File: src/rtl/core/qdec_pkg.sv
// Shared types and constants for the multi-channel quadrature decoder.
// Self-contained; every other file in rtl/core imports this package.
package qdec_pkg;

  // Number of encoder channels held in the core.
  localparam int NumChan  = 4;
  localparam int PinW     = 4;
  localparam int PosW     = 32;
  localparam int ActW     = 3;
  localparam int ChanIdxW = (NumChan > 1) ? $clog2(NumChan) : 1;
  localparam int CntW     = ($clog2(NumChan + 1) > ActW) ? $clog2(NumChan + 1) : ActW;
  localparam int ExtW     = (NumChan > PinW) ? NumChan : PinW;

  // Queue between the classifier and the execution stage.
  localparam int FifoDepth = 2;
  localparam int FifoPtrW  = (FifoDepth > 1) ? $clog2(FifoDepth) : 1;
  localparam int FifoCntW  = $clog2(FifoDepth + 1);

  // Indexed by {previous AB, new AB}; both lines changing at once gives zero.
  localparam logic signed [1:0] StepTable [16] = '{
    2'sb00, 2'sb11, 2'sb01, 2'sb00,
    2'sb01, 2'sb00, 2'sb00, 2'sb11,
    2'sb11, 2'sb00, 2'sb00, 2'sb01,
    2'sb00, 2'sb01, 2'sb11, 2'sb00
  };

  typedef enum logic [1:0] {
    ReqTick  = 2'd0,
    ReqRead  = 2'd1,
    ReqWrite = 2'd2,
    ReqRsvd  = 2'd3
  } req_e;

  typedef enum logic [2:0] {
    OpTick,
    OpRead,
    OpWrite,
    OpReject,
    OpIgnore
  } op_e;

  typedef struct packed {
    op_e                       op;
    logic [ChanIdxW-1:0]       chan;
    logic [NumChan-1:0][1:0]   ab;
    logic [NumChan-1:0]        en;
    logic [PosW-1:0]           wdata;
  } cmd_t;

endpackage

File: src/rtl/core/qdec_front.sv
// Request classifier: holds the active channel count and turns each input
// beat into a decoded command. Depends on qdec_pkg.
module qdec_front (
  input  logic                   clk_i,
  input  logic                   rst_ni,
  input  logic                   cfg_valid_i,
  output logic                   cfg_ready_o,
  input  logic [qdec_pkg::ActW-1:0] cfg_data_i,
  input  logic [1:0]             req_type_i,
  input  logic [1:0]             channel_i,
  input  logic [3:0]             pins_a_i,
  input  logic [3:0]             pins_b_i,
  input  logic signed [31:0]     write_value_i,
  output qdec_pkg::cmd_t         cmd_o
);
  import qdec_pkg::*;

  logic [ActW-1:0] active_q;
  logic [ActW-1:0] active_d;
  logic [CntW-1:0] num_active;
  logic [ExtW-1:0] pa_ext;
  logic [ExtW-1:0] pb_ext;
  logic            chan_ok;

  assign cfg_ready_o = 1'b1;

  always_comb begin
    active_d = active_q;
    if (cfg_valid_i) begin
      active_d = cfg_data_i;
    end
  end

  always_ff @(posedge clk_i or negedge rst_ni) begin
    if (!rst_ni) begin
      active_q <= '0;
    end else begin
      active_q <= active_d;
    end
  end

  // Counts above the channel total act as the channel total.
  assign num_active = (CntW'(active_q) > CntW'(NumChan)) ? CntW'(NumChan) : CntW'(active_q);
  assign pa_ext     = ExtW'(pins_a_i);
  assign pb_ext     = ExtW'(pins_b_i);
  assign chan_ok    = CntW'(channel_i) < num_active;

  always_comb begin
    cmd_o.chan  = ChanIdxW'(channel_i);
    cmd_o.wdata = write_value_i;
    for (int i = 0; i < NumChan; i++) begin
      cmd_o.ab[i] = {pb_ext[i], pa_ext[i]};
      cmd_o.en[i] = CntW'(i) < num_active;
    end
    unique case (req_e'(req_type_i))
      ReqTick:  cmd_o.op = OpTick;
      ReqRead:  cmd_o.op = chan_ok ? OpRead : OpReject;
      ReqWrite: cmd_o.op = chan_ok ? OpWrite : OpReject;
      default:  cmd_o.op = OpIgnore;
    endcase
  end

endmodule

File: src/rtl/core/qdec_fifo.sv
// Short command queue between the classifier and the execution stage.
// Depends on qdec_pkg for the command type and depth.
module qdec_fifo (
  input  logic           clk_i,
  input  logic           rst_ni,
  input  logic           push_i,
  input  qdec_pkg::cmd_t data_i,
  output logic           full_o,
  input  logic           pop_i,
  output qdec_pkg::cmd_t data_o,
  output logic           empty_o
);
  import qdec_pkg::*;

  cmd_t                mem_q [FifoDepth];
  logic [FifoPtrW-1:0] wr_ptr_q, wr_ptr_d;
  logic [FifoPtrW-1:0] rd_ptr_q, rd_ptr_d;
  logic [FifoCntW-1:0] count_q, count_d;

  assign full_o  = count_q == FifoCntW'(FifoDepth);
  assign empty_o = count_q == '0;
  assign data_o  = mem_q[rd_ptr_q];

  always_comb begin
    wr_ptr_d = wr_ptr_q;
    rd_ptr_d = rd_ptr_q;
    count_d  = count_q;
    if (push_i) begin
      wr_ptr_d = (wr_ptr_q == FifoPtrW'(FifoDepth - 1)) ? '0 : wr_ptr_q + 1'b1;
    end
    if (pop_i) begin
      rd_ptr_d = (rd_ptr_q == FifoPtrW'(FifoDepth - 1)) ? '0 : rd_ptr_q + 1'b1;
    end
    if (push_i && !pop_i) begin
      count_d = count_q + 1'b1;
    end else if (pop_i && !push_i) begin
      count_d = count_q - 1'b1;
    end
  end

  always_ff @(posedge clk_i or negedge rst_ni) begin
    if (!rst_ni) begin
      wr_ptr_q <= '0;
      rd_ptr_q <= '0;
      count_q  <= '0;
    end else begin
      wr_ptr_q <= wr_ptr_d;
      rd_ptr_q <= rd_ptr_d;
      count_q  <= count_d;
    end
  end

  always_ff @(posedge clk_i) begin
    if (push_i) begin
      mem_q[wr_ptr_q] <= data_i;
    end
  end

  a_count_bound: assert property (@(posedge clk_i) disable iff (!rst_ni)
    count_q <= FifoCntW'(FifoDepth))
    else $error("queue count exceeds depth");

  a_no_pop_empty: assert property (@(posedge clk_i) disable iff (!rst_ni)
    pop_i |-> count_q != '0)
    else $error("pop from empty queue");

  a_no_push_full: assert property (@(posedge clk_i) disable iff (!rst_ni)
    push_i |-> !full_o)
    else $error("push into full queue");

endmodule

File: src/rtl/core/qdec_back.sv
// Execution stage: holds per-channel AB state and positions, applies commands
// and registers the result beat. Depends on qdec_pkg.
module qdec_back (
  input  logic               clk_i,
  input  logic               rst_ni,
  input  logic               empty_i,
  input  qdec_pkg::cmd_t     cmd_i,
  output logic               pop_o,
  output logic               out_valid_o,
  input  logic               out_ready_i,
  output logic signed [31:0] read_value_o,
  output logic               status_o
);
  import qdec_pkg::*;

  logic [NumChan-1:0][PosW-1:0] position_q, position_d;
  logic [NumChan-1:0][1:0]      last_ab_q, last_ab_d;
  logic                         out_valid_q, out_valid_d;
  logic [PosW-1:0]              read_value_q, read_value_d;
  logic                         status_q, status_d;

  // A command executes whenever the result register is free or being drained.
  assign pop_o = !empty_i && (!out_valid_q || out_ready_i);

  always_comb begin
    logic signed [1:0] step;
    step         = '0;
    position_d   = position_q;
    last_ab_d    = last_ab_q;
    read_value_d = read_value_q;
    status_d     = status_q;
    out_valid_d  = out_valid_q && !out_ready_i;
    if (pop_o) begin
      out_valid_d  = 1'b1;
      read_value_d = '0;
      status_d     = 1'b0;
      unique case (cmd_i.op)
        OpTick: begin
          for (int i = 0; i < NumChan; i++) begin
            if (cmd_i.en[i]) begin
              step          = StepTable[{last_ab_q[i], cmd_i.ab[i]}];
              position_d[i] = position_q[i] + PosW'(step);
              last_ab_d[i]  = cmd_i.ab[i];
            end
          end
        end
        OpRead:   read_value_d = position_q[cmd_i.chan];
        OpWrite:  position_d[cmd_i.chan] = cmd_i.wdata;
        OpReject: status_d = 1'b1;
        default: begin
        end
      endcase
    end
  end

  always_ff @(posedge clk_i or negedge rst_ni) begin
    if (!rst_ni) begin
      position_q  <= '0;
      last_ab_q   <= '0;
      out_valid_q <= 1'b0;
    end else begin
      position_q  <= position_d;
      last_ab_q   <= last_ab_d;
      out_valid_q <= out_valid_d;
    end
  end

  always_ff @(posedge clk_i) begin
    read_value_q <= read_value_d;
    status_q     <= status_d;
  end

  assign out_valid_o  = out_valid_q;
  assign read_value_o = read_value_q;
  assign status_o     = status_q;

  a_reject_flag: assert property (@(posedge clk_i) disable iff (!rst_ni)
    pop_o && cmd_i.op == OpReject |=> out_valid_q && status_q && read_value_q == '0)
    else $error("rejected access not flagged");

  a_tick_zero: assert property (@(posedge clk_i) disable iff (!rst_ni)
    pop_o && cmd_i.op == OpTick |=> out_valid_q && !status_q && read_value_q == '0)
    else $error("tick result not zero");

  a_write_lands: assert property (@(posedge clk_i) disable iff (!rst_ni)
    pop_o && cmd_i.op == OpWrite |=> position_q[$past(cmd_i.chan)] == $past(cmd_i.wdata))
    else $error("position write lost");

endmodule

File: src/rtl/core/multi_channel_quadrature_decoder_core.sv
// Multi-channel x4 quadrature decoder, top level. Depends on qdec_pkg.
// An accepted beat is written into the queue and executed from there into the result register.
// Throughput: one beat per cycle while the output side accepts results; the two-entry queue
// plus the result register hold up to three beats while the output side stalls.
// Reset clears the active channel count, all AB states and all positions.
module multi_channel_quadrature_decoder_core (
  input  logic                   clk_i,
  input  logic                   rst_ni,
  input  logic                   cfg_valid_i,
  output logic                   cfg_ready_o,
  input  logic [qdec_pkg::ActW-1:0] cfg_data_i,
  input  logic                   in_valid_i,
  output logic                   in_ready_o,
  input  logic [1:0]             req_type_i,
  input  logic [1:0]             channel_i,
  input  logic [3:0]             pins_a_i,
  input  logic [3:0]             pins_b_i,
  input  logic signed [31:0]     write_value_i,
  output logic                   out_valid_o,
  input  logic                   out_ready_i,
  output logic signed [31:0]     read_value_o,
  output logic                   status_o
);
  import qdec_pkg::*;

  cmd_t front_cmd;
  cmd_t queue_cmd;
  logic full;
  logic empty;
  logic pop;

  assign in_ready_o = !full;

  qdec_front u_front (
    .clk_i        (clk_i),
    .rst_ni       (rst_ni),
    .cfg_valid_i  (cfg_valid_i),
    .cfg_ready_o  (cfg_ready_o),
    .cfg_data_i   (cfg_data_i),
    .req_type_i   (req_type_i),
    .channel_i    (channel_i),
    .pins_a_i     (pins_a_i),
    .pins_b_i     (pins_b_i),
    .write_value_i(write_value_i),
    .cmd_o        (front_cmd)
  );

  qdec_fifo u_fifo (
    .clk_i  (clk_i),
    .rst_ni (rst_ni),
    .push_i (in_valid_i && !full),
    .data_i (front_cmd),
    .full_o (full),
    .pop_i  (pop),
    .data_o (queue_cmd),
    .empty_o(empty)
  );

  qdec_back u_back (
    .clk_i       (clk_i),
    .rst_ni      (rst_ni),
    .empty_i     (empty),
    .cmd_i       (queue_cmd),
    .pop_o       (pop),
    .out_valid_o (out_valid_o),
    .out_ready_i (out_ready_i),
    .read_value_o(read_value_o),
    .status_o    (status_o)
  );

endmodule
File: config.mk
export PLATFORM = sky130hd
export DESIGN_NAME = multi_channel_quadrature_decoder_core
export DESIGN_NICKNAME = d
export VERILOG_FILES = /design/src/rtl/core/qdec_pkg.sv /design/src/rtl/core/qdec_front.sv /design/src/rtl/core/qdec_fifo.sv /design/src/rtl/core/qdec_back.sv /design/src/rtl/core/multi_channel_quadrature_decoder_core.sv
export SDC_FILE = /design/constraint.sdc
export NUM_CORES = 1
export LEC_CHECK = 0
export BUFFER_PORTS_ARGS = -buffer_cell sky130_fd_sc_hd__buf_4
export CAP_MARGIN = 20
export CELL_PAD_IN_SITES_DETAIL_PLACEMENT = 0
export CELL_PAD_IN_SITES_GLOBAL_PLACEMENT = 1
export CORE_MARGIN = 4
export CORE_UTILIZATION = 45
export DETAILED_ROUTE_END_ITERATION = 7
export PLACE_DENSITY = 0.77
export SETUP_SLACK_MARGIN = 0.05
export SYNTH_ARGS = -nofsm -noshare
export SYNTH_HDL_FRONTEND = slang
export SYNTH_SLANG_ARGS = --single-unit
File: constraint.sdc
create_clock -name clk_i -period 7.4 [get_ports clk_i]
set_input_delay 1.48 -clock clk_i [delete_from_list [all_inputs] [get_ports clk_i]]
set_output_delay 1.48 -clock clk_i [all_outputs]
set_load 0.03 [all_outputs]
# Word level (Yosys, flattened, before mapping)
# Memories as Yosys holds them, arrays and structs flattened.
# Cells that the tools add are included.
# W data, S select, Z words.
# totals
out_inout_bits,36
regBits,177
elab_cells,110
ramBits,98
n_memories,5
romBits,128
# memory_table
name,words,word_bits,read_ports,rd_clocked_by_memory_dff,wr,line_no,source
u_fifo.mem_q,2,49,1,0,1,qdec_fifo.sv:15,cmd_t mem_q [FifoDepth];
(name not given),16,2,1,0,0,qdec_back.sv:41,"step = StepTable[{last_ab_q[i], cmd_i.ab[i]}];"
(name not given),16,2,1,0,0,qdec_back.sv:41,
(name not given),16,2,1,0,0,qdec_back.sv:41,
(name not given),16,2,1,0,0,qdec_back.sv:41,
# classes
n_eq_ne,10
n_addsub,8
n_lt_le_gt_ge,12
n_mux,30
n_reduce_logical,26
bitwise_logic,4
# ops
cell,n
$pmux W128 S2,1
$mux W32,6
$add A32 B32 Y32,4
$bwmux W128,1
$bmux W32 S2,1
$demux W32 S2,1
$reduce_and A3 Y1,8
$mux W2,11
$ge A5 B5 Y1 const B,4
$not A4 Y5,4
$pmux W3 S3,1
$ne A2 B2 Y1 const B,4
$mux W1,7
$eq A3 B2 Y1 const B,2
$logic_and A1 B1 Y1,6
$logic_not A1 Y1,6
$lt A1 B3 Y1 const A,2
$lt A2 B3 Y1 const A,2
$eq A2 B2 Y1 const B,2
$logic_not A2 Y1,2
$reduce_bool A2 Y1,2
$eq A3 B1 Y1 const B,1
$gt A3 B3 Y1 const B,1
$logic_not A3 Y1,1
other kinds (9),10

# Logic depth before layout (Yosys ltp)
# Gate-level depths: netlist (run 1).
# An unclocked memory read counts as a cell.
# logic_depth
depth_word,8
depth_mapped,22
ltp_nobuf,17

# Cells and area by module
# Synthesis (run 1) repeated with hierarchy kept, for this count alone.
# unflattened
cells_unflattened,1901
hier_area_um2,19314.8
# modules_own_cells
mod,n_inst,cells_each,area_each_um2
qdec_back,1,1663,14804.2
qdec_fifo,1,169,3976.3
qdec_front,1,67,524.3
multi_channel_quadrature_decoder_core,1,2,10.0

# Worst setup path after synthesis (run 1)
# Ideal clock, no wire load.
# synth_path
path_kind,register to register
from,register u_fifo.rd_ptr_q
to,register u_back.position_q[95] in the netlist's numbering
n_path_buf,5
setup_time_ns,0.132
setup_slack_ns,1.802
stages_incl_launch_ff,21
arrival_time_ns,5.466
required_time_ns,7.268
path_cell_list,dfrtp_1 buf_2 buf_1 buf_2 buf_2 buf_2 mux2i_1 inv_1 ha_1 mux4_2 ha_1 a211o_1 a211o_1 nor2_4 o2111ai_4 a2111oi_4 o31ai_2 and4bb_1 a21oi_2 a2111oi_1 or3b_1
# synth_lines
element,line_no,source
"start, declared",qdec_fifo.sv:17,"logic [FifoPtrW-1:0] rd_ptr_q, rd_ptr_d;"
"start signal, assigned",qdec_fifo.sv:48,rd_ptr_q <= rd_ptr_d;
"end signal, assigned",qdec_back.sv:62,position_q <= position_d;
"end, declared",qdec_back.sv:16,"logic [NumChan-1:0][PosW-1:0] position_q, position_d;"

==> results of run 1 <==
flip-flops by register name (all words and copies together) (netlist names):
name and count:
u_back.out_valid_o 1, u_fifo.mem_q 98, u_back.position_q 128, u_fifo.wr_ptr_q 1, u_back.status_o 1, u_back.read_value_o 32, u_fifo.rd_ptr_q 1, u_back.last_ab_q 8
u_front.active_q 3, u_fifo.count_q 2
metrics by stage:
stage / instance area, sq um / util [%]
floorplan: 18900 / -
global placement: 20000 / 48.6
detailed placement: 20000 / 48.6
CTS: 21200 / 51.5
global route: 21200 / 51.5
finish: 21200 / 51.5
kinds of logic (layout without fill, tap and decap cells):
group	Yosys count	in the layout	share of synthesized area, %
AO/OA/AOI/OAI	730	730	24.2
XOR/XNOR	103	103	4.78
adder cells (fa/ha/maj)	159	159	10.7
buffers and inverters	146	217	3.03
flip-flops	275	275	39.9
multiplexers	69	69	4.03
other	1	2	0.0198
AND/OR/NAND/NOR	541	541	13.3
layer usage:
layer	vias to the layer above	track usage (%)	wire length, um
li1	7695	-	-
met1	7535	33.5	24900
met2	510	41.4	26700
met3	103	3.63	3080
met4	0	8.60	2090
met5	-	0	0
final timing paths:
kind	start	slack (ns)	end
min in group asynchronous	rst_ni	1.01	u_front.active_q[2]
min	u_back.position_q[22]	0.52	u_back.position_q[22]
max in group asynchronous	rst_ni	5.13	u_back.position_q[41]
max	u_fifo.rd_ptr_q	1.94	u_back.position_q[31]
min reg2reg	u_back.position_q[22]	0.52	u_back.position_q[22]
max reg2reg	u_fifo.rd_ptr_q	1.94	u_back.position_q[31]
worst max-delay path: cells and delay by family, from the launching register on:
| family | cells | cell delay [ns] |
|---|---|---|
| simple gates | 1 | 0.24 |
| mux | 2 | 1.27 |
| fa+ha+maj | 2 | 0.73 |
| buf+inv | 1 | 0.12 |
| flops | 1 | 0.81 |
| compound gates | 8 | 1.86 |
| xor+xnor | 1 | 0.17 |
synthesized netlist by cell type (11+ instances only):
library cell / count
sky130_fd_sc_hd__nand2b_1: 22
sky130_fd_sc_hd__a21o_1: 71
sky130_fd_sc_hd__xor2_1: 33
sky130_fd_sc_hd__a22oi_1: 69
sky130_fd_sc_hd__mux2_2: 16
sky130_fd_sc_hd__nor2b_1: 17
sky130_fd_sc_hd__ha_1: 155
sky130_fd_sc_hd__o21ai_1: 25
sky130_fd_sc_hd__a21oi_1: 242
sky130_fd_sc_hd__o21ai_0: 140
sky130_fd_sc_hd__o22ai_1: 11
sky130_fd_sc_hd__nor2_1: 116
sky130_fd_sc_hd__nor3_1: 100
sky130_fd_sc_hd__o21bai_1: 14
sky130_fd_sc_hd__o211ai_1: 11
sky130_fd_sc_hd__dfrtp_1: 144
sky130_fd_sc_hd__edfxtp_1: 131
sky130_fd_sc_hd__clkbuf_1: 73
sky130_fd_sc_hd__xnor2_1: 70
sky130_fd_sc_hd__nand4_1: 16
sky130_fd_sc_hd__inv_1: 46
sky130_fd_sc_hd__nand3_1: 28
sky130_fd_sc_hd__mux2i_1: 48
sky130_fd_sc_hd__and3_1: 20
sky130_fd_sc_hd__nand2_1: 181
sky130_fd_sc_hd__buf_2: 16
sky130_fd_sc_hd__a31oi_1: 23
sky130_fd_sc_hd__o21a_1: 23
cell type report:
type	count	area, sq um
fillers	3728	20000
multi-input cells	1603	10800
flip-flops and latches	275	7540
clock buffers	44	952
repair buffers	108	815
well taps	532	666
clock inverters	19	224
inverters	46	173
diodes	1	2.50
==> run summary, run 1 <==
The critical path is of the register to register type. The worst hold path passes through 2 cells. The H-tree was split into 2 levels. Counting every net in the synthesized netlist gives 2235. The maximum fanout count along the critical path was 36. Setup repair after global routing left no endpoint under its margin.

The longest individual stage delay on the worst path is 0.83 ns, and the max-slew violation count is 0. The logs give 96 for the maximum number of pins on one net before global-route repair and 88300 um for the first-pass GRT wire length. Leaving out fill and tap cells, the most frequent cell in the layout is sky130_fd_sc_hd__a21oi_1. Cells with a size suffix above 1 make up 10.0% of the layout. Counting flops with a built-in enable in the synthesized netlist gives 131. Sequential cells were found to cover 39.9% of the synthesized design area. The tools report the final non-filler cell total as 2628. Once placement completed, the tool counted placed cells totaling 2564. After detailed routing, the total wire length is 56700 um. The post-route setup TNS was 0 ns; the via density per instance was 6.03. The post-synthesis instance area is 0.0189 sq mm, and the maximum achievable frequency is 0.183 GHz. The number of rows created at floorplan was 74.

The via count is 15800. The biggest area contributor in the post-synthesis netlist is sky130_fd_sc_hd__edfxtp_1. For this configuration, the core starts out at a cell density of 45.9%.

At the end of routability-driven placement, the weighted congestion stood at 0.890. Among all flip-flop cells after synthesis, the most frequent one is sky130_fd_sc_hd__dfrtp_1. The count of endpoints failing hold in the final timing report is 0. The via count of the first global-routing pass was 15500; the y dimension of the die was 213 um. The worst setup path is launched from a register.

Setup slack at placement: 1.98 ns. Of the available clock period, the critical path in the final layout requires 73.8%. The share of synthesized area in the top cell type comes to 20.8%. Among all stages on the critical path, the largest delay is contributed by sky130_fd_sc_hd__mux4_2.

For the tightest hold margin, the log shows 0.516 ns. Yosys attributes the largest share of cell area to sky130_fd_sc_hd__edfxtp_1 21%, sky130_fd_sc_hd__dfrtp_1 19%, sky130_fd_sc_hd__ha_1 10%, sky130_fd_sc_hd__a21oi_1 6.4%, sky130_fd_sc_hd__o21ai_0 3.7%. In the post-route analysis, the smallest setup slack over all paths is 1.94 ns.

In this run the mean area of a mapped cell was 9.33 sq um. The tools report the initial antenna violation count as 1. The share of flip-flops with an asynchronous set or reset after synthesis works out to 52.4%.

The run finished with clean final reports. The wire length per cell was 21.6 um. For the worst setup path, the data required time is 7.85 ns. TritonCTS built the clock tree. The clock period minus final worst setup slack is 5.46 ns. The count of final setup violators is 0, and the measured slew at the worst slew-check pin is 1.15 ns. Buffers inserted to repair hold after CTS numbered 0. The library cells used most frequently in the layout, excluding fill and tap cells, are 242 x sky130_fd_sc_hd__a21oi_1, 181 x sky130_fd_sc_hd__nand2_1, 155 x sky130_fd_sc_hd__ha_1. The detailed placement HPWL was 40900 um.

The clock arrives with 0.0236 ns of skew. In the routed design, unresolved DRC markers number 0. Number of top-level design ports: 88. The region available for standard cell placement spans 0.0412 sq mm. The floorplan step defined a die boundary enclosing 0.0453 sq mm. For the number of buffers inserted by post-CTS setup repair, the log shows 0. Walking the worst path, the cells encountered are mux2i_1 -> inv_1 -> ha_1 -> mux4_2 -> ha_1 -> a21o_1 -> a21o_1 -> nor3_1 -> a211o_1 -> o211ai_1 -> a41oi_1 -> o22ai_1 -> xnor2_1 -> o32a_1 -> o211ai_1. Relative to the synthesized area, the layout overhead comes to 12.3%. For this run, the post-layout net count is 2280.

The clock root buffer is sky130_fd_sc_hd__clkbuf_16. The number of port buffers is 86, and the arrival time at the worst endpoint is 5.92 ns. The die outline width is 213 um, and the clock slew at the register clock pins of the worst setup and hold paths is 0.06 ns. The first TritonRoute pass finished after 5 iterations. The tightest min-delay check is of the register to register type. The run gives 0 as the remaining antenna violation count.

The logs give 80 for the number of different library cells in the post-synthesis netlist and 24.9% for the global router's overall resource usage. The clock passes through at most 3 buffers. For the number of maximum-capacitance constraint violations, the log shows 0.

In this run the tightest slew margin relative to its limit is 21.0%. The total of warnings raised by yosys came out at 0. Number of instances resized during post-cts repair: 0.

For the worst flop-to-flop path, the logic depth is 15. STA classifies the critical path endpoint as a register. The run gives 2024 as the synthesized instance count. The clock network latency to the later pin of the worst-skew pair was 0.55 ns.

The remaining global-route overflow was 0; the CTS sink count was 275. For this block, the initial DRC count from the detailed router was 1027. The post-synthesis sequential element count is 275, and the number of CTS-inserted buffers is 35.
Power of run 1 is left out: the tool's default activity adds up to more than one toggle a clock period on the data nets, which glitch-free logic cannot reach.
==> run 2: changes to the inputs <==
- ABC_AREA: default -> 1
- CORE_UTILIZATION: 45 -> 42
- PLACE_DENSITY: 0.77 -> 0.81
- clock period: 7.4 -> 4.4 ns (I/O delays scaled with it)
==> run summary, run 2 <==
The run finished with clean final reports. The wire length per cell was 20.4 um (-5.5%); the fraction of synthesized cell area taken by the top area cell type was 19.0% (-1.8 points). Most frequent cell on the critical path: sky130_fd_sc_hd__nand2_1. For the arrival time at the worst endpoint, the log shows 4.49 ns (-1.43 ns). The max-slew violation count was 0 (unchanged). The remaining global-route overflow is 0 (unchanged). The class of the most critical setup path is register to register. After synthesis, the cell types taking the most area are sky130_fd_sc_hd__nand2_1 19%, sky130_fd_sc_hd__edfxtp_1 18%, sky130_fd_sc_hd__dfrtp_1 16%, sky130_fd_sc_hd__inv_1 8.9%, sky130_fd_sc_hd__ha_1 8.8%. TritonCTS built the clock tree. The number of port buffers came out at 86 (unchanged). Register with the highest flop count: u_back.position_q. The detailed placement HPWL came out at 62800 um (+53%). The most used flip-flop cell after synthesis is sky130_fd_sc_hd__dfrtp_1. The run gives 3 (+2) as the initial antenna violation count. Number of top-level design ports: 88 (unchanged). The tools report the remaining antenna violation count as 0 (unchanged).

The setup slack at placement is 0.224 ns (-1.75 ns), and the length in cells of the worst reg-to-reg path is 23 (+8). The signal on the critical path passes through inv_2 -> buf_4 -> or2_2 -> o21ai_0 -> inv_1 -> ha_1 -> nand2_1 -> nand3_1 -> nand2_2 -> inv_1 -> buf_6 -> ha_1 -> nand3_1 -> nand3_1 -> nand2_1 -> nand2_1 -> nand2_1 -> nand2_1 -> nand2_1 -> nand2_1 -> nand2_1 -> nand3_1 -> a21boi_1. Via density per instance: 5.43 (-9.9%). The post-synthesis area per instance is 6.70 sq um (-28%). Counting instances in the post-synthesis netlist gives the leading cell types as 1117 x sky130_fd_sc_hd__nand2_1, 521 x sky130_fd_sc_hd__inv_1, 326 x sky130_fd_sc_hd__a21oi_1.

The run gives 0.37 ns (-1.57 ns) as the register-to-register setup slack. The residual DRC count was 0 (unchanged). The run gives 0.00754 sq mm (about the same) as the combined flip-flop and latch cell area. The required time at the endpoint of the critical path is 4.86 ns (-2.99 ns). The clock period minus final worst setup slack is 4.03 ns (-1.43 ns), and the worst setup skew after layout is 0.0309 ns (+0.00732 ns). The post-synthesis sequential element count is 275 (unchanged), and the proportion of synthesized chip area in sequential cells is 34.2% (-5.7 points).

The number of nets in the finished design was 3575 (+57%). The tools report the starting utilization of the core area as 42.7% (-3.2 points). The count of flip-flops with a built-in enable after synthesis came out at 131 (unchanged). The worst register-to-register path ends at u_back.position_q[21]. Clock slew at the register clock pins of the worst setup and hold paths: 0.06 ns (about the same). The final worst-path setup slack was 0.365 ns (-1.57 ns); the first-pass detailed-route iteration total was 6 (+1). The flip-flop count of the largest register after layout was 128 (unchanged); the measured slew at the worst slew-check pin was 1.21 ns (+0.0588 ns). Leaving out fill and tap cells, the most frequent cells in the layout are 1113 x sky130_fd_sc_hd__nand2_1, 521 x sky130_fd_sc_hd__inv_1, 326 x sky130_fd_sc_hd__a21oi_1. The longest individual stage delay on the worst path was 0.39 ns (-0.44 ns).

The maximum fanout count along the critical path came out at 34 (-5.6%). The worst setup path is launched from a register. For the post-synthesis instance area, the log shows 0.0220 sq mm (+17%). For the total of warnings raised by yosys, the log shows 0 (unchanged). Setup repair after global routing left no endpoint under its margin. The tools report the first-pass GRT wire length as 124000 um (+40%). The worst register-to-register path begins at u_fifo.rd_ptr_q. The clock network latency to the later pin of the worst-skew pair was 0.55 ns (about the same); the count of endpoints failing hold in the final timing report was 0 (unchanged).

The number of buffers inserted by post-CTS setup repair is 0 (unchanged). sky130_fd_sc_hd__nand2_1 takes more of the synthesized area than any other cell. The number of CTS-inserted buffers is 35 (unchanged), and the die area is 0.0562 sq mm (+24%). The path type of the worst min-delay path is primary input to async pin. The logs give 22100 (+40%) for the via count and 79 (-18%) for the maximum number of pins on one net before global-route repair. The hold buffer count at cts is 0 (unchanged). The logs give 0.955 (+7.3%) for the routability congestion estimate and 0.248 GHz (+35%) for the maximum achievable frequency.

The maximum buffer depth of the clock tree was 3 (unchanged). The root buffer cell chosen for the clock tree is sky130_fd_sc_hd__clkbuf_16. The final critical-path share of the clock period was 91.7% (+18 points); the area growth from synthesis to final layout was 11.7%.

The tools report the area of the core as 0.0516 sq mm (+25%). The y dimension of the die was 237 um (+11%); the number of different library cells in the post-synthesis netlist was 44 (-45%). The initial detailed-routing violation count was 2513 (+140%). The share of flip-flops with an asynchronous set or reset after synthesis came out at 52.4% (unchanged). The logs give 0 (unchanged) for the count of final setup violators and 3289 (+63%) for the synthesized instance count. The number of rows created at floorplan was 83 (+12%).

The run gives 2 (unchanged) as the number of H-tree branching levels. Global router's overall resource usage: 28.6% (+3.7 points). The die outline width was 237 um (+11%); the number of fillers in the final layout was 5268 (+41%).

The slowest stage of the critical path is the sky130_fd_sc_hd__dfrtp_2 cell. The run gives 16.9% (-4.0 points) as the worst relative slew slack. The logs give 0 ns (unchanged) for the post-route setup TNS and 0 (unchanged) for the number of maximum-capacitance constraint violations. Category of the worst setup path capture point: a register. CTS sink count: 275 (unchanged). The share of cells above drive strength 1 works out to 6.46% (-3.6 points). The total area of multi-input combinational cells was 0.0122 sq mm (+12%); the overall routed net length was 83100 um (+46%). Library cell with the highest instance count after synthesis: sky130_fd_sc_hd__nand2_1. Via count of the first global-routing pass: 20600 (+33%). The most frequent standard cell in the layout excluding fill and tap cells was sky130_fd_sc_hd__nand2_1. The synthesized net count was 3500 (+57%).
-- run 2: cell types whose count changed after synthesis, moves of 44 or more --
cell / previous run / this run
sky130_fd_sc_hd__inv_1: 46 / 521
sky130_fd_sc_hd__nand2_1: 181 / 1117
sky130_fd_sc_hd__xnor2_1: 70 / 8
sky130_fd_sc_hd__nand3_1: 28 / 216
sky130_fd_sc_hd__o21ai_0: 140 / 73
sky130_fd_sc_hd__a21oi_1: 242 / 326
sky130_fd_sc_hd__nor2_1: 116 / 276
sky130_fd_sc_hd__mux2i_1: 48 / 4
sky130_fd_sc_hd__nor3_1: 100 / 15
sky130_fd_sc_hd__a21o_1: 71 / 4
-- run 2: what timing repair did --
action | in CTS | in global routing
endpoints found under the hold margin | 0 | 0
endpoints found under the setup margin | 0 | 22
gates resized for setup | 0 | 8
-- run 2: logic make-up after synthesis --
group	count (synthesis)	share of synthesized area, %
simple gates	1680	30.7
flops	275	34.2
fa+ha+maj	159	9.16
xor+xnor	32	1.27
mux	4	0.182
buf+inv	610	10.8
other cells	1	0.0170
compound gates	528	13.7
-- run 2: worst max-delay path: cells and delay by family, from the launching register on --
kind / cells / cell delay [ns]
AOI/OAI and AO/OA: 2 / 0.41
and+or+nand+nor: 14 / 1.72
adders and majority gates: 2 / 0.60
buffers and inverters: 5 / 0.80
DFF: 1 / 0.39
-- run 2: cell type report --
class	count	share of cell area [%]
Multi-Input combinational cell	2404	49.4
Sequential cell	275	30.6
Inverter	532	8.11
Clock buffer	56	3.96
Timing Repair Buffer	116	3.91
Tap cell	680	3.46
Clock inverter	8	0.549
Antenna cell	1	0.0102
-- run 2: metrics by stage --
step	area (sq um)	utilization, %	instances	hold slack (ns)
2_1_floorplan	22000	-	3289	0.475
3_3_place_gp	23400	45.4	4003	0.484
3_5_place_dp	23500	45.4	4005	0.489
4_1_cts	24600	47.6	4069	0.437
5_1_grt	24600	47.7	4071	0.470
6_report	24600	47.7	4072	0.424
-- run 2: how the worst max path moves through the flow --
stage,startpoint,endpoint,cells after the start
final,u_fifo.rd_ptr_q,u_back.position_q[21],23
after detailed placement,u_fifo.rd_ptr_q,u_back.position_q[23],22
after CTS,u_fifo.rd_ptr_q,u_back.position_q[23],22
after global routing,u_fifo.rd_ptr_q,u_back.position_q[93],23
after global placement,u_fifo.rd_ptr_q,u_back.position_q[124],19
after floorplan,u_fifo.rd_ptr_q,u_back.position_q[77],22
-- run 2: routing by layer --
layer  GRT usage [%]  share of wire (%)  wire (um)
met2            44.0                 43      36000
met4            9.59                3.9       3210
met3            5.21                9.6       7990
met5               0              0.013         11
met1            40.7                 43      35900
Power of run 2 is left out for the same reason.
